[src/hw/rtl/bdmm_pkg.sv]
// ----------------------------------------------------------------------------
// bdmm_pkg: shared types of the block downsampler
// Command and status bundles between the controller and the datapath.
// ----------------------------------------------------------------------------
`default_nettype none

package bdmm_pkg;

   typedef struct packed {
      logic accept;  // take one sample beat
      logic start;   // latch mean magnitude, init class scan
      logic step;    // one class scan step, mean multiply
      logic load;    // latch result, clear block state
   } cmd_type;

   typedef struct packed {
      logic last_sample;  // next accepted beat completes the footprint
      logic step_last;    // final class scan step in progress
   } status_type;

endpackage

`default_nettype wire

[src/hw/rtl/bdmm_ctrl.sv]
// ----------------------------------------------------------------------------
// bdmm_ctrl: sequencer of the block downsampler
// Collects a footprint, runs the finishing steps, hands the result to the
// output register when it is free.
// ----------------------------------------------------------------------------
`default_nettype none

module bdmm_ctrl
   import bdmm_pkg::*;
(
   input  wire logic       clock,
   input  wire logic       reset,
   input  wire logic       req_valid,
   output logic            req_ready,
   output logic            rsp_valid,
   input  wire logic       rsp_ready,
   input  wire status_type status,
   output cmd_type         cmd
);

   localparam logic [1:0] ST_ACC  = 2'd0;
   localparam logic [1:0] ST_INIT = 2'd1;
   localparam logic [1:0] ST_RUN  = 2'd2;
   localparam logic [1:0] ST_FIN  = 2'd3;

   logic [1:0] state_ff, state_in;
   logic       rsp_valid_ff, rsp_valid_in;
   logic       out_free;

   assign out_free  = !rsp_valid_ff || rsp_ready;
   assign req_ready = (state_ff == ST_ACC);
   assign rsp_valid = rsp_valid_ff;

   always_comb begin
      cmd          = '0;
      state_in     = state_ff;
      rsp_valid_in = rsp_valid_ff && !rsp_ready;
      unique case (state_ff)
         ST_ACC: begin
            cmd.accept = req_valid;
            if (req_valid && status.last_sample) begin
               state_in = ST_INIT;
            end
         end
         ST_INIT: begin
            cmd.start = 1'b1;
            state_in  = ST_RUN;
         end
         ST_RUN: begin
            cmd.step = 1'b1;
            if (status.step_last) begin
               state_in = ST_FIN;
            end
         end
         ST_FIN: begin
            if (out_free) begin
               cmd.load     = 1'b1;
               rsp_valid_in = 1'b1;
               state_in     = ST_ACC;
            end
         end
         default: begin
            state_in = ST_ACC;
         end
      endcase
   end

   always_ff @(posedge clock) begin
      if (reset) begin
         state_ff     <= ST_ACC;
         rsp_valid_ff <= 1'b0;
      end else begin
         state_ff     <= state_in;
         rsp_valid_ff <= rsp_valid_in;
      end
   end

endmodule

`default_nettype wire

[src/hw/rtl/bdmm_datapath.sv]
// ----------------------------------------------------------------------------
// bdmm_datapath: datapath of the block downsampler
// Insertion-sort cells, height sum with reciprocal-multiply mean, class
// counters with serial majority scan, and the result register.
// ----------------------------------------------------------------------------
`default_nettype none

module bdmm_datapath
   import bdmm_pkg::*;
#(
   parameter int SAMPLES_PER_SIDE = 4,
   parameter int CLASS_COUNT      = 16
) (
   input  wire logic               clock,
   input  wire logic               reset,
   input  wire cmd_type            cmd,
   output status_type              status,
   input  wire logic               median_mode,
   input  wire logic signed [15:0] req_sample_height,
   input  wire logic        [7:0]  req_sample_class,
   output logic signed      [15:0] rsp_block_height,
   output logic             [3:0]  rsp_block_class
);

   localparam int FOOT = SAMPLES_PER_SIDE * SAMPLES_PER_SIDE;
   localparam int CNTW = $clog2(FOOT + 1);
   localparam int SUMW = 16 + $clog2(FOOT);
   localparam int CW   = $clog2(CLASS_COUNT);
   localparam int CLW  = (CW > 4) ? CW : 4;
   localparam int LAST = CLASS_COUNT - 1;
   localparam int STW  = $clog2(LAST + 1);

   // sample count and height sum
   logic        [CNTW-1:0] count_ff, count_in;
   logic signed [SUMW-1:0] sum_ff, sum_in;

   always_comb begin
      count_in = count_ff;
      sum_in   = sum_ff;
      if (cmd.load) begin
         count_in = '0;
         sum_in   = '0;
      end else if (cmd.accept) begin
         count_in = count_ff + 1'b1;
         sum_in   = sum_ff + SUMW'(req_sample_height);
      end
   end

   always_ff @(posedge clock) begin
      if (reset) begin
         count_ff <= '0;
         sum_ff   <= '0;
      end else begin
         count_ff <= count_in;
         sum_ff   <= sum_in;
      end
   end

   assign status.last_sample = (count_ff == CNTW'(FOOT - 1));

   // insertion-sort cells, ascending; cells at or past the count act as +inf
   logic signed [15:0] cell_ff [FOOT];
   logic signed [15:0] cell_in [FOOT];
   logic [FOOT-1:0]    gt;

   for (genvar g = 0; g < FOOT; g++) begin : g_cell
      assign gt[g] = (CNTW'(g) >= count_ff) || (cell_ff[g] > req_sample_height);
      if (g == 0) begin : g_first
         assign cell_in[g] = gt[g] ? req_sample_height : cell_ff[g];
      end else begin : g_rest
         assign cell_in[g] = !gt[g]     ? cell_ff[g] :
                             !gt[g - 1] ? req_sample_height : cell_ff[g - 1];
      end
      always_ff @(posedge clock) begin
         if (cmd.accept) begin
            cell_ff[g] <= cell_in[g];
         end
      end
   end

   // class counters
   logic [CNTW-1:0] cnt_ff [CLASS_COUNT];
   logic [CNTW-1:0] cnt_in [CLASS_COUNT];

   for (genvar g = 0; g < CLASS_COUNT; g++) begin : g_cnt
      always_comb begin
         cnt_in[g] = cnt_ff[g];
         if (cmd.load) begin
            cnt_in[g] = '0;
         end else if (cmd.accept && (req_sample_class == 8'(g))) begin
            cnt_in[g] = cnt_ff[g] + 1'b1;
         end
      end
      always_ff @(posedge clock) begin
         if (reset) begin
            cnt_ff[g] <= '0;
         end else begin
            cnt_ff[g] <= cnt_in[g];
         end
      end
   end

   // step counter of the class scan
   logic [STW-1:0] step_ff, step_in;

   always_comb begin
      step_in = step_ff;
      if (cmd.start) begin
         step_in = STW'(1);
      end else if (cmd.step) begin
         step_in = step_ff + 1'b1;
      end
   end

   always_ff @(posedge clock) begin
      if (reset) begin
         step_ff <= '0;
      end else begin
         step_ff <= step_in;
      end
   end

   assign status.step_last = (step_ff == STW'(LAST));

   // mean: floor(sum / FOOT) by reciprocal multiply on the magnitude,
   // biased by FOOT - 1 for negative sums
   localparam int     DIVK  = SUMW + $clog2(FOOT);
   localparam int     RCW   = SUMW + 1;
   localparam int     PRW   = SUMW + RCW;
   localparam longint RECIP = ((longint'(1) << DIVK) + longint'(FOOT) - 1)
                              / longint'(FOOT);

   logic [SUMW-1:0] mag_ff, mag_in;
   logic            neg_ff, neg_in;
   logic [15:0]     quo_ff, quo_in;
   logic [SUMW-1:0] sum_u;
   logic [RCW-1:0]  recip;
   logic [PRW-1:0]  prod;

   assign sum_u = sum_ff;
   assign recip = RCW'(RECIP);
   assign prod  = PRW'(mag_ff) * PRW'(recip);

   always_comb begin
      mag_in = mag_ff;
      neg_in = neg_ff;
      quo_in = quo_ff;
      if (cmd.start) begin
         neg_in = sum_ff[SUMW-1];
         mag_in = sum_ff[SUMW-1] ? (~sum_u + SUMW'(FOOT)) : sum_u;
      end else if (cmd.step) begin
         quo_in = prod[DIVK +: 16];
      end
   end

   always_ff @(posedge clock) begin
      mag_ff <= mag_in;
      neg_ff <= neg_in;
      quo_ff <= quo_in;
   end

   // majority scan, strict compare keeps the lowest index on ties
   logic [CW-1:0]   best_ff, best_in;
   logic [CNTW-1:0] best_cnt_ff, best_cnt_in;
   logic [CW-1:0]   scan_idx;
   logic [CNTW-1:0] scan_cnt;

   assign scan_idx = step_ff[CW-1:0];
   assign scan_cnt = cnt_ff[scan_idx];

   always_comb begin
      best_in     = best_ff;
      best_cnt_in = best_cnt_ff;
      if (cmd.start) begin
         best_in     = '0;
         best_cnt_in = cnt_ff[0];
      end else if (cmd.step && (step_ff <= STW'(CLASS_COUNT - 1))
                   && (scan_cnt > best_cnt_ff)) begin
         best_in     = scan_idx;
         best_cnt_in = scan_cnt;
      end
   end

   always_ff @(posedge clock) begin
      best_ff     <= best_in;
      best_cnt_ff <= best_cnt_in;
   end

   // result register
   logic signed [15:0] height_ff, height_in;
   logic        [3:0]  class_ff, class_in;
   logic        [CLW-1:0] best_ext;

   assign best_ext = CLW'(best_ff);

   always_comb begin
      height_in = height_ff;
      class_in  = class_ff;
      if (cmd.load) begin
         height_in = median_mode ? cell_ff[FOOT / 2] : (neg_ff ? -quo_ff : quo_ff);
         class_in  = best_ext[3:0];
      end
   end

   always_ff @(posedge clock) begin
      height_ff <= height_in;
      class_ff  <= class_in;
   end

   assign rsp_block_height = height_ff;
   assign rsp_block_class  = class_ff;

endmodule

`default_nettype wire

[src/hw/rtl/block_downsample_median_mean_core.sv]
// ----------------------------------------------------------------------------
// block_downsample_median_mean_core: footprint median/mean with majority class
// One result per SAMPLES_PER_SIDE^2 samples: median or mean height and the
// most frequent valid class label.
//
//   Channel  Ports                                   Beat
//   req      req_valid/req_ready, sample fields      one sample
//   rsp      rsp_valid/rsp_ready, block fields       one footprint result
//   csr      csr_wr_en, csr_wr_data                  median_mode write
//
// Samples are taken one per cycle while req_ready is high. After the last
// sample beat come a start step, CLASS_COUNT - 1 serial class scan steps
// (the mean multiply runs alongside) and a load step; req_ready is low from
// that beat until the load. New samples are taken while a result waits; a
// stalled output holds off the next load, and req_ready stays low until it.
// Synchronous reset clears mode, counters and output valid.
// ----------------------------------------------------------------------------
`default_nettype none

module block_downsample_median_mean_core
   import bdmm_pkg::*;
#(
   parameter int SAMPLES_PER_SIDE = 4,
   parameter int CLASS_COUNT      = 16
) (
   input  wire logic               clock,
   input  wire logic               reset,
   input  wire logic               req_valid,
   output logic                    req_ready,
   input  wire logic signed [15:0] req_sample_height,
   input  wire logic        [7:0]  req_sample_class,
   output logic                    rsp_valid,
   input  wire logic               rsp_ready,
   output logic signed      [15:0] rsp_block_height,
   output logic             [3:0]  rsp_block_class,
   input  wire logic               csr_wr_en,
   input  wire logic               csr_wr_data
);

   cmd_type    cmd;
   status_type status;
   logic       mode_ff, mode_in;

   assign mode_in = csr_wr_en ? csr_wr_data : mode_ff;

   always_ff @(posedge clock) begin
      if (reset) begin
         mode_ff <= 1'b0;
      end else begin
         mode_ff <= mode_in;
      end
   end

   bdmm_ctrl u_ctrl (
      .clock     (clock),
      .reset     (reset),
      .req_valid (req_valid),
      .req_ready (req_ready),
      .rsp_valid (rsp_valid),
      .rsp_ready (rsp_ready),
      .status    (status),
      .cmd       (cmd)
   );

   bdmm_datapath #(
      .SAMPLES_PER_SIDE (SAMPLES_PER_SIDE),
      .CLASS_COUNT      (CLASS_COUNT)
   ) u_datapath (
      .clock             (clock),
      .reset             (reset),
      .cmd               (cmd),
      .status            (status),
      .median_mode       (mode_ff),
      .req_sample_height (req_sample_height),
      .req_sample_class  (req_sample_class),
      .rsp_block_height  (rsp_block_height),
      .rsp_block_class   (rsp_block_class)
   );

   a_reset_no_rsp: assert property (@(posedge clock) reset |=> !rsp_valid)
      else $error("result valid after reset");

   a_load_when_free: assert property (@(posedge clock) disable iff (reset)
      cmd.load |-> (!rsp_valid || rsp_ready))
      else $error("result register overwritten while waiting");

   a_accept_exclusive: assert property (@(posedge clock) disable iff (reset)
      cmd.accept |-> !(cmd.start || cmd.step || cmd.load))
      else $error("sample beat taken during finishing steps");

   a_start_then_step: assert property (@(posedge clock) disable iff (reset)
      cmd.start |=> cmd.step)
      else $error("finishing steps did not follow start");

endmodule

`default_nettype wire

[config.mk]
export PLATFORM = sky130hd
export DESIGN_NAME = block_downsample_median_mean_core
export DESIGN_NICKNAME = d
export VERILOG_FILES = /design/src/hw/rtl/bdmm_pkg.sv /design/src/hw/rtl/bdmm_ctrl.sv /design/src/hw/rtl/bdmm_datapath.sv /design/src/hw/rtl/block_downsample_median_mean_core.sv
export SDC_FILE = /design/constraint.sdc
export NUM_CORES = 1
export LEC_CHECK = 0
export ABC_CLOCK_PERIOD_IN_PS = 10980
export BUFFER_PORTS_ARGS = -buffer_cell sky130_fd_sc_hd__buf_2
export CAP_MARGIN = 20
export CORE_ASPECT_RATIO = 1.2
export CORE_MARGIN = 1.5
export CORE_UTILIZATION = 46
export CTS_CLUSTER_DIAMETER = 80
export CTS_CLUSTER_SIZE = 20
export DETAILED_ROUTE_END_ITERATION = 10
export MAX_ROUTING_LAYER = met4
export PLACE_DENSITY = 0.69
export SLEW_MARGIN = 20
export SYNTH_ARGS = -nofsm -noshare
export SYNTH_HDL_FRONTEND = slang
export SYNTH_SLANG_ARGS = --single-unit
[constraint.sdc]
create_clock -name clock -period 10.98 [get_ports clock]
set_clock_uncertainty 0.1 [all_clocks]
set_input_delay 2.196 -clock clock [delete_from_list [all_inputs] [get_ports clock]]
set_output_delay 2.196 -clock clock [all_outputs]
set_load 0.01 [all_outputs]
==> impl_metrics.py, run 1 <==
metrics = {
    "run_status": {
        "status": "finished, final reports clean",
    },
    "cts": {
        "cts_buffer_depth": 3,
        "htreeDepth": 1,
        "cts-root-buf": "clkbuf_16",
        "clk_pin_slew_ns": 0.09,
        "cts_sinks": 319,
        "tritoncts": "built",
        "post_cts.repair.setup_buffers": 0,
        "numCtsBuffers": 20,
        "cts_hold_buf": 0,
        "post_cts_resized": 0,
        "clk_latency_ns": 0.55,
    },
    "detailed_routing": {
        "drtAntennaViolNets": 0,
        "vias": 12559,
        "via_per_inst": 5.77,
        "wirelength_mm": 43.5,
        "firstDrtPassIters": 5,
        "post_drt_wl_per_cell_um": 20.0,
        "drt_iter0_drc": 744,
        "drc": 0,
    },
    "floorplan": {
        "placementRows": 79,
        "io_pins": 52,
        "fp.dieW_um": 185,
        "die_height_um": 222,
        "core_um2": 39000,
        "start_util_pct": 46.9,
        "die_area_um2": 41000,
    },
    "global_route": {
        "grt_pass1_vias": 12904,
        "grt_usage_pct": 22.2,
        "grt_overflow": 0,
        "grt_pass1_wl_mm": 69.0,
        "grt_max_degree": 103,
        "antenna_found_initial": 0,
    },
    "worst_setup_path": {
        "cp_cell_sequence": "buf_2 -> inv_1 -> ha_1 -> nand4_1 -> nor4_1 -> a21oi_1 -> nand4b_1 -> a21oi_1 -> o21ai_2 -> and2_1",
        "cp.required_ns": 11.05,
        "crit_slowest_cell": "and2_1",
        "crit_cells": 10,
        "max_stage_delay_ns": 0.78,
        "cp_max_fo": 17,
        "cp-end-kind": "flip-flop",
        "start_kind": "input port",
        "reg2regPathDepth": 12,
        "crit_buf_inv": 2,
        "path_delay_family": "simple AND/OR/NAND/NOR gates",
        "crit_top_cell": "a21oi_1",
        "critPathArrivalTime_ns": 5.58,
        "critPathKind": "in2reg",
    },
    "finish": {
        "final_cells": 2178,
        "insertedDiodeCount": 0,
        "nNetsFinal": 1864,
        "drive_gt1_share_pct": 15.8,
        "area_growth_pct": 7.43,
        "n_fill_cell": 3432,
        "utilization_pct": 50.4,
    },
    "sta": {
        "worst_pin_slew_ns": 1.07,
        "worst_slew_margin_rel_pct": 28.7,
        "slew_violations": 0,
        "period_minus_slack_ns": 5.51,
        "finalHoldViolCount": 0,
        "post-route-period-util_pct": 50.2,
        "setup_violations": 0,
        "tns_ns": 0,
        "fmax_mhz": 182,
        "setup_slack_ns": 5.47,
        "rsz0062_at_grt": "no",
    },
    "power_and_ir_drop": {
        "power_density_nw_per_um2": 129,
        "irDropWorstVdd_mv": 0.0985,
        "p_total_uw": 2550,
        "leakagePower_uw": 0.00768,
    },
    "min_path": {
        "hold_depth": 0,
        "hold_path.class": "reg2reg",
    },
    "synthesis": {
        "ys_ff_latch": 319,
        "netlist_instances": 1602,
        "synth_cell_types": 72,
        "synth.avg_cell_area_um2": 11.4,
        "synth_edf_count": 202,
        "syn_area_um2": 18300,
        "synth-main-ff-cell": "edfxtp_1",
        "async_flop_share_pct": 0,
        "syn_nets": 1827,
        "seq_area_frac_synth_pct": 45.9,
        "yosys_warnings": 0,
    },
    "place": {
        "dpl.hpwl_mm": 32.8,
        "port_buffers": 51,
        "globalplace.congestion": 0.906,
        "dp_cells": 2142,
        "dpl_worst_slack_ns": 4.88,
    },
    "run": {
        "maxCapViolations": 0,
    },
}
-- power breakdown --
part           internal (uW)  switching (uW)  leakage (uW)
clock network            349             407      0.000279
registers               1340            56.5       0.00288
logic                    169             225       0.00452
total                   1860             688       0.00768
-- worst reg2reg max path, cell delays in order, from the launching register on --
cell and delay (ns):
dfxtp_1 0.31, buf_4 0.39, mux4_2 0.58, mux2_2 0.29, nand2_1 0.06, o21ai_0 0.13, ha_1 0.35, nor2b_1 0.14
o21a_1 0.12, o21a_1 0.10, o21ai_0 0.06, a21oi_1 0.50, or2_2 0.28
-- kinds of logic (layout without fill, tap and decap cells) --
logic type / count (synthesis) / in the layout / synth area share [%]
simple gates: 440 / 440 / 11.8
flops: 319 / 319 / 45.9
compound gates: 259 / 259 / 9.01
fa+ha+maj: 195 / 195 / 13.4
mux: 182 / 182 / 12.5
xor+xnor: 107 / 107 / 5.11
buf+inv: 100 / 150 / 2.40
-- registers in the layout, summed over array words and instances, names as in the netlist --
| signal | cells |
|---|---|
| mode_ff | 1 |
| u_datapath.cnt_ff | 80 |
| u_datapath.best_ext | 4 |
| u_ctrl.rsp_valid | 1 |
| u_datapath.neg_ff | 1 |
| u_datapath.sum_ff | 20 |
| u_datapath.rsp_block_height | 16 |
| u_datapath.quo_ff | 16 |
| u_datapath.scan_idx | 4 |
| u_datapath.mag_ff | 16 |
| u_ctrl.state_ff | 2 |
| u_datapath.count_ff | 5 |
| u_datapath.cell_ff | 144 |
| u_datapath.rsp_block_class | 4 |
| u_datapath.best_cnt_ff | 5 |
-- per-stage QoR --
step	hold WS, ns	instance area [um^2]
3_5_place_dp	0.305	19100
5_1_grt	0.329	19700
4_1_cts	0.320	19700
2_1_floorplan	0.300	18300
3_3_place_gp	0.306	19100
6_report	0.319	19700
-- worst paths after layout --
check	slack [ns]	startpoint	end
worst max-delay path	5.47	req_sample_height[15]	u_datapath.cell_ff[0][38]$_DFFE_PP_
worst min-delay path	0.32	u_datapath.mag_ff[16]$_DFFE_PP_	u_datapath.quo_ff[12]$_DFFE_PP_
worst max register to register	7.28	u_datapath.scan_idx[0]$_SDFFE_PP0P_	u_datapath.best_cnt_ff[0]$_DFFE_PP_
worst min register to register	0.32	u_datapath.mag_ff[16]$_DFFE_PP_	u_datapath.quo_ff[12]$_DFFE_PP_
-- cells in the final DEF, fill, tap and decap left out, types with 20 or more instances in the layout --
master,Yosys,layout
a21o_1,40,40
a21oi_1,69,69
buf_2,9,51
clkbuf_16,0,20
dfxtp_1,117,117
edfxtp_1,202,202
ha_1,194,194
inv_1,51,51
mux2_2,120,120
mux2i_1,22,22
mux4_2,20,20
nand2_1,120,120
nand3_1,22,22
nand4_1,69,69
nor2_1,129,129
o21ai_0,73,73
xnor2_1,39,39
xor2_1,68,68
-- final cells by class --
cell class,instances,area (um^2),share of cell area (%)
clock inverters,3,41.3,0.210
flip-flops and latches,319,8410,42.7
inverters,51,191,0.973
clock buffers,32,546,2.77
multi-input cells,1183,9490,48.2
repair buffers,64,353,1.79
well taps,526,658,3.34
-- cells in the mapped netlist, drive strengths merged (27+ instances only) --
cell type	n	area, um^2
mux2	140	1610
xor2	68	596
a21oi	69	345
clkbuf	27	101
o21ai	74	374
nand4	69	432
nand2	120	450
inv	51	191
a21o	40	300
xnor2	39	342
dfxtp	117	2340
edfxtp	202	6070
nor2	132	503
ha	194	2430
-- routing by layer --
metal | wire, um | share of wire (%) | track usage [%]
met1 | 16900 | 39 | 24.1
met2 | 22900 | 53 | 40.1
met3 | 1400 | 3.2 | 2.12
met4 | 2270 | 5.2 | 10.8
met5 | 0 | 0 | -
(Power assumes the default switching activity.)
==> inputs of run 2 (changes only) <==
--- a/config.mk
+++ b/config.mk
@@ -5,7 +5,8 @@
 export SDC_FILE = /design/constraint.sdc
 export NUM_CORES = 1
 export LEC_CHECK = 0
-export ABC_CLOCK_PERIOD_IN_PS = 10980
+export ABC_AREA = 1
+export ABC_CLOCK_PERIOD_IN_PS = 4900
 export BUFFER_PORTS_ARGS = -buffer_cell sky130_fd_sc_hd__buf_2
 export CAP_MARGIN = 20
 export CORE_ASPECT_RATIO = 1.2
@@ -15,7 +16,7 @@
 export CTS_CLUSTER_SIZE = 20
 export DETAILED_ROUTE_END_ITERATION = 10
 export MAX_ROUTING_LAYER = met4
-export PLACE_DENSITY = 0.69
+export PLACE_DENSITY = 0.71
 export SLEW_MARGIN = 20
 export SYNTH_ARGS = -nofsm -noshare
 export SYNTH_HDL_FRONTEND = slang
==> constraint.sdc (replaced) <==
create_clock -name clock -period 4.9 [get_ports clock]
set_clock_uncertainty 0.1 [all_clocks]
set_input_delay 0.98 -clock clock [delete_from_list [all_inputs] [get_ports clock]]
set_output_delay 0.98 -clock clock [all_outputs]
set_load 0.01 [all_outputs]
==> run 2 against run 1 <==
Compared with the run above:
- count of clock-buffer cells in the layout stayed put
- sequential share of layout area fell by 2.7 points
- register-to-register slack got worse by 5.6 ns
- first-iteration DRC count rose by 74%
- sequential power increased by 140%
- non-clock buffer count up 25
- critical path depth stayed put
- cell area is 6.7% higher
- largest cell class unchanged
- highest routed layer unchanged
- combinational power grew to 4.1 times the previous value
- critical path type unchanged
==> impl_metrics.py, run 2 <==
metrics = {
    "detailed_routing": {
        "wirelength_mm": 53.6,
        "vias": 16541,
        "firstDrtPassIters": 6,
        "via_per_inst": 5.56,
        "drc": 0,
        "post_drt_wl_per_cell_um": 18.0,
        "drtAntennaViolNets": 0,
        "drt_iter0_drc": 1293,
    },
    "sta": {
        "period_minus_slack_ns": 3.45,
        "fmax_mhz": 290,
        "tns_ns": 0,
        "worst_slew_margin_rel_pct": 27.7,
        "finalHoldViolCount": 0,
        "setup_slack_ns": 1.45,
        "rsz0062_at_grt": "no",
        "post-route-period-util_pct": 70.4,
        "slew_violations": 0,
        "worst_pin_slew_ns": 1.08,
        "setup_violations": 0,
    },
    "floorplan": {
        "fp.dieW_um": 191,
        "start_util_pct": 46.7,
        "placementRows": 82,
        "die_area_um2": 43700,
        "die_height_um": 229,
        "io_pins": 52,
        "core_um2": 41800,
    },
    "global_route": {
        "grt_usage_pct": 25.3,
        "antenna_found_initial": 2,
        "grt_max_degree": 61,
        "grt_pass1_vias": 15831,
        "grt_pass1_wl_mm": 83.9,
        "grt_overflow": 0,
    },
    "worst_setup_path": {
        "critPathKind": "in2reg",
        "cp_max_fo": 18,
        "start_kind": "input port",
        "cp.required_ns": 5.02,
        "critPathArrivalTime_ns": 3.57,
        "cp-end-kind": "flip-flop",
        "r2r_setup_slack_ns": 1.68,
    },
    "synthesis": {
        "syn_nets": 2606,
        "synth_cell_types": 46,
        "yosysMostFrequentCell": "nand2_1",
        "synthTopCellsByArea": "edfxtp_1 31%, ha_1 12%, dfxtp_1 12%",
        "syn_area_um2": 19500,
        "synth-main-ff-cell": "edfxtp_1",
        "seq_area_frac_synth_pct": 43.1,
        "async_flop_share_pct": 0,
        "synthTopCellsByCount": "589 x nand2_1, 252 x inv_1, 238 x nand3_1",
        "synth_top_area_share_pct": 31.1,
        "ys_ff_latch": 319,
        "synth.avg_cell_area_um2": 8.19,
        "yosys_warnings": 0,
        "synth_edf_count": 202,
        "yosys.area.top_type": "edfxtp_1",
        "netlist_instances": 2381,
    },
    "place": {
        "placed_area_um2": 20400,
        "dpl.hpwl_mm": 40.0,
        "port_buffers": 51,
        "globalplace.congestion": 0.959,
        "dpl_worst_slack_ns": 1.01,
    },
    "finish": {
        "final_cell_mix": "589 x nand2_1, 252 x inv_1, 238 x nand3_1",
        "area_growth_pct": 7.64,
        "final_area_um2": 21000,
        "largest_reg_flops": 144,
        "ff_latch_area_um2": 8410,
        "nNetsFinal": 2640,
        "reg_top3": "u_datapath.cell_ff: 144 flops, u_datapath.cnt_ff: 80 flops, u_datapath.sum_ff: 20 flops",
        "max_flop_register": "u_datapath.cell_ff",
        "n_fill_cell": 3929,
        "final_common_cell": "nand2_1",
        "multi_input_comb_area_um2": 9780,
        "drive_gt1_share_pct": 6.80,
    },
    "min_path": {
        "hold_path.class": "reg2reg",
    },
    "power_and_ir_drop": {
        "p_seq_share_pct": 50.2,
        "irDropWorstVdd_mv": 0.305,
        "swShare_pct": 32.4,
        "pwr-share-clk_pct": 26.0,
        "power_density_nw_per_um2": 322,
        "pwr-share-comb_pct": 23.9,
        "intPower_uw": 4570,
        "leakagePower_uw": 0.00939,
        "switching_power_uw": 2190,
    },
    "cts": {
        "htreeDepth": 1,
        "numCtsBuffers": 20,
        "post_cts.repair.setup_buffers": 0,
        "cts_hold_buf": 0,
        "cts_sinks": 319,
        "clk_pin_slew_ns": 0.09,
        "post_cts_resized": 0,
        "tritoncts": "built",
        "cts-root-buf": "clkbuf_16",
        "cts_buffer_depth": 3,
        "clk_latency_ns": 0.53,
    },
    "run": {
        "maxCapViolations": 0,
    },
    "run_status": {
        "status": "finished, final reports clean",
    },
}
-- run 2: changes by cell type after synthesis, moves of 30 or more --
cell,delta
xnor2_1,-36
a21o_1,-30
nand4_1,-46
inv_1,+201
o21ai_0,+90
nand2_1,+469
a21oi_1,+139
xor2_1,-41
mux2_2,-120
nand3_1,+216
-- run 2: power by group through the flow --
stage	clock network (uW)	logic, uW	registers (uW)
final	1760	1610	3390
after global routing	1880	1830	3400
after CTS	1790	1600	3380
after detailed placement	0	1590	3440
after global placement	0	1530	3430
after floorplan	0	1190	3330
-- run 2: area by class of cell --
type	count	share of cell area, %
multi-input combinational	1728	46.6
sequential	319	40.0
inverter	257	4.59
tap	546	3.25
clock buffer	32	2.75
timing repair buffer	89	2.57
clock inverter	3	0.185
antenna	2	0.0238
-- run 2: final timing paths --
| path | endpoint | startpoint | cells past startpoint |
|---|---|---|---|
| worst max-delay path | u_datapath.cell_ff[0][124]$_DFFE_PP_ | req_sample_height[13] | 10 |
| worst min-delay path | u_datapath.quo_ff[3]$_DFFE_PP_ | u_datapath.mag_ff[7]$_DFFE_PP_ | 0 |
| worst max register to register | u_datapath.best_ext[1]$_SDFFE_PP0P_ | u_datapath.scan_idx[1]$_SDFFE_PP0P_ | 15 |
| worst min register to register | u_datapath.quo_ff[3]$_DFFE_PP_ | u_datapath.mag_ff[7]$_DFFE_PP_ | 0 |
-- run 2: through the flow --
step	total power, uW	std cells	hold slack, ns	utilization (%)
3_5_place_dp	5020	2939	0.305	48.8
4_1_cts	6760	2974	0.322	50.3
3_3_place_gp	4970	2939	0.307	48.8
2_1_floorplan	4520	2381	0.300	-
5_1_grt	7120	2976	0.331	50.3
6_report	6760	2976	0.321	50.3
-- run 2: kinds of logic after synthesis --
kind of cell	after synthesis	synth area share, %
AND/OR/NAND/NOR	1083	24.8
AO/OA/AOI/OAI	420	11.4
buffers and inverters	334	6.82
flip-flops	319	43.1
adder cells (fa/ha/maj)	195	12.5
XOR/XNOR	30	1.35
-- run 2: metal layers --
metal / global-route usage (%) / share of wire, %
met2: 42.8 / 49
met1: 30.8 / 41
met3: 2.36 / 6.0
met5: - / 0
met4: 10.2 / 4.2
-- run 2: worst max-delay path: stages --
cell and delay (ns):
buf_2 0.11, inv_1 0.47, ha_1 0.27, nand2_1 0.08
nor4_1 0.62, nand2_1 0.16, nand3_1 0.16, nand3_4 0.22
a21oi_1 0.19, buf_4 0.28
==> inputs of run 3 (changes only) <==
--- a/config.mk
+++ b/config.mk
@@ -6,7 +6,7 @@
 export NUM_CORES = 1
 export LEC_CHECK = 0
 export ABC_AREA = 1
-export ABC_CLOCK_PERIOD_IN_PS = 4900
+export ABC_CLOCK_PERIOD_IN_PS = 3100
 export BUFFER_PORTS_ARGS = -buffer_cell sky130_fd_sc_hd__buf_2
 export CAP_MARGIN = 20
 export CORE_ASPECT_RATIO = 1.2
==> constraint.sdc (replaced) <==
create_clock -name clock -period 3.1 [get_ports clock]
set_clock_uncertainty 0.1 [all_clocks]
set_input_delay 0.62 -clock clock [delete_from_list [all_inputs] [get_ports clock]]
set_output_delay 0.62 -clock clock [all_outputs]
set_load 0.01 [all_outputs]
==> run 3 against run 2 <==
Compared with the run above:
- routed wire length fell by 4.0%
- clock power rose by 80%
- power rose by 65%
- count of clock-buffer cells in the layout decreased by 2
- global-route usage shrank 0.89 points
- cell count up 1.4%
- non-clock buffer count is 39 higher
- sequential cell count is the same
- via count is 0.25% higher
- worst hold slack got worse by 0.13 ns
- critical path type is now reg2reg
- highest routed layer unchanged
==> impl_metrics.py, run 3 (synthesis results as in run 2) <==
metrics = {
    "detailed_routing": {
        "via_per_inst": 5.49,
        "drt_iter0_drc": 1226,
        "post_drt_wl_per_cell_um": 17.0,
        "drtAntennaViolNets": 0,
        "vias": 16582,
        "drc": 0,
        "wirelength_mm": 51.5,
        "firstDrtPassIters": 5,
    },
    "finish": {
        "final_cell_mix": "589 x nand2_1, 251 x inv_1, 238 x nand3_1",
        "final_common_cell": "nand2_1",
        "nNetsFinal": 2681,
        "area_growth_pct": 11.1,
        "largest_reg_flops": 144,
        "reg_top3": "u_datapath.cell_ff: 144 flops, u_datapath.cnt_ff: 80 flops, u_datapath.sum_ff: 20 flops",
        "drive_gt1_share_pct": 8.90,
        "max_flop_register": "u_datapath.cell_ff",
    },
    "worst_setup_path": {
        "cp_cell_sequence": "inv_1 -> buf_12 -> o21ai_0 -> nand3_1 -> nand3_1 -> nand3_1 -> ha_1 -> nand2_1 -> o21ai_0 -> a21o_1 -> nand2_1 -> o21ai_0 -> nor2_1",
        "critPathKind": "reg2reg",
        "critPathArrivalTime_ns": 3.27,
        "r2r_setup_slack_ns": 0.16,
        "cp.required_ns": 3.43,
        "crit_buf_inv": 2,
        "cp_max_fo": 38,
        "path_delay_family": "compound AO/OA/AOI/OAI gates",
        "cp-end-kind": "flip-flop",
        "max_stage_delay_ns": 0.43,
        "crit_slowest_cell": "o21ai_0",
        "start_kind": "flip-flop",
    },
    "sta": {
        "post-route-period-util_pct": 94.8,
        "period_minus_slack_ns": 2.94,
        "finalHoldViolCount": 0,
        "worst_pin_slew_ns": 0.717,
        "whs_ns": 0.190,
        "setup_slack_ns": 0.161,
        "fmax_mhz": 340,
        "worst_slew_margin_rel_pct": 52.2,
        "slew_violations": 0,
        "rsz0062_at_grt": "no",
        "tns_ns": 0,
        "setup_violations": 0,
    },
    "place": {
        "dpl.hpwl_mm": 39.1,
        "globalplace.congestion": 0.936,
        "port_buffers": 51,
        "dpl_worst_slack_ns": -0.0249,
    },
    "global_route": {
        "grt.busiest_layer": "met2",
        "grt_pass1_vias": 16519,
        "globalRouteMet3Util_pct": 2.73,
        "grt_overflow": 0,
        "antenna_found_initial": 1,
        "grt_util_met1_pct": 27.9,
        "grt_max_degree": 48,
        "grt_pass1_wl_mm": 82.4,
        "grt_use_met2_pct": 42.5,
        "grt_usage_pct": 24.4,
    },
    "cts": {
        "numCtsBuffers": 22,
        "cts_buffer_depth": 3,
        "tritoncts": "built",
        "cts_hold_buf": 0,
        "post_cts_resized": 0,
        "clk_pin_slew_ns": 0.09,
        "clk_latency_ns": 0.55,
        "htreeDepth": 1,
        "cts_sinks": 319,
        "post_cts.repair.setup_buffers": 0,
        "cts-root-buf": "clkbuf_16",
    },
    "floorplan": {
        "die_height_um": 229,
        "die_area_um2": 43700,
        "start_util_pct": 46.7,
        "placementRows": 82,
        "core_um2": 41800,
        "fp.dieW_um": 191,
        "io_pins": 52,
    },
    "min_path": {
        "hold_path.class": "in2reg",
    },
    "run": {
        "maxCapViolations": 0,
    },
    "power_and_ir_drop": {
        "irDropWorstVdd_mv": 0.436,
        "leakagePower_uw": 0.00972,
        "p_total_uw": 11100,
        "power_density_nw_per_um2": 513,
    },
    "run_status": {
        "status": "finished, final reports clean",
    },
}
-- run 3: final timing paths --
path / from / depth (start not counted) / end
worst max register to register: u_datapath.scan_idx[0]$_SDFFE_PP0P_ / 13 / u_datapath.best_ext[0]$_SDFFE_PP0P_
worst min register to register: u_datapath.mag_ff[6]$_DFFE_PP_ / 0 / u_datapath.quo_ff[2]$_DFFE_PP_
worst max-delay path: u_datapath.scan_idx[0]$_SDFFE_PP0P_ / 13 / u_datapath.best_ext[0]$_SDFFE_PP0P_
worst min-delay path: csr_wr_data / 3 / mode_ff$_SDFFE_PP0P_
-- run 3: layout make-up --
type / instances / area [um^2]
fill: 3877 / 20100
clock inverter: 10 / 124
multi-input combinational: 1728 / 9870
tap: 546 / 683
sequential: 319 / 8410
antenna: 1 / 2.50
inverter: 257 / 965
timing repair buffer: 128 / 996
clock buffer: 30 / 623
-- run 3: where the power goes --
part           internal (uW)  total, uW  switching [uW]
sequential              5010       5300             291
combinational            980       2650            1670
clock                   1610       3170            1560
total                   7600      11100            3520
-- run 3: worst register-to-register path, stage by stage, from the launching register on --
cell and delay (ns):
dfxtp_1 0.39, inv_1 0.09, buf_12 0.17, o21ai_0 0.30, nand3_1 0.11, nand3_1 0.12, nand3_1 0.13, ha_1 0.32
nand2_1 0.07, o21ai_0 0.20, a21o_1 0.16, nand2_1 0.17, o21ai_0 0.43, nor2_1 0.07
-- run 3: metal layers --
| metal | vias to the layer above | wire length [um] |
|---|---|---|
| li1 | 8241 | - |
| met1 | 7642 | 20600 |
| met2 | 547 | 25400 |
| met3 | 152 | 2990 |
| met4 | 0 | 2480 |
| met5 | - | 0 |
-- run 3: through the flow --
step	util, %	cell area [um^2]	cells
after floorplan	-	19600	2381
after global placement	50.1	20900	2978
after detailed placement	50.1	20900	2978
after CTS	51.9	21700	3018
after global routing	51.9	21700	3019
final	51.9	21700	3019
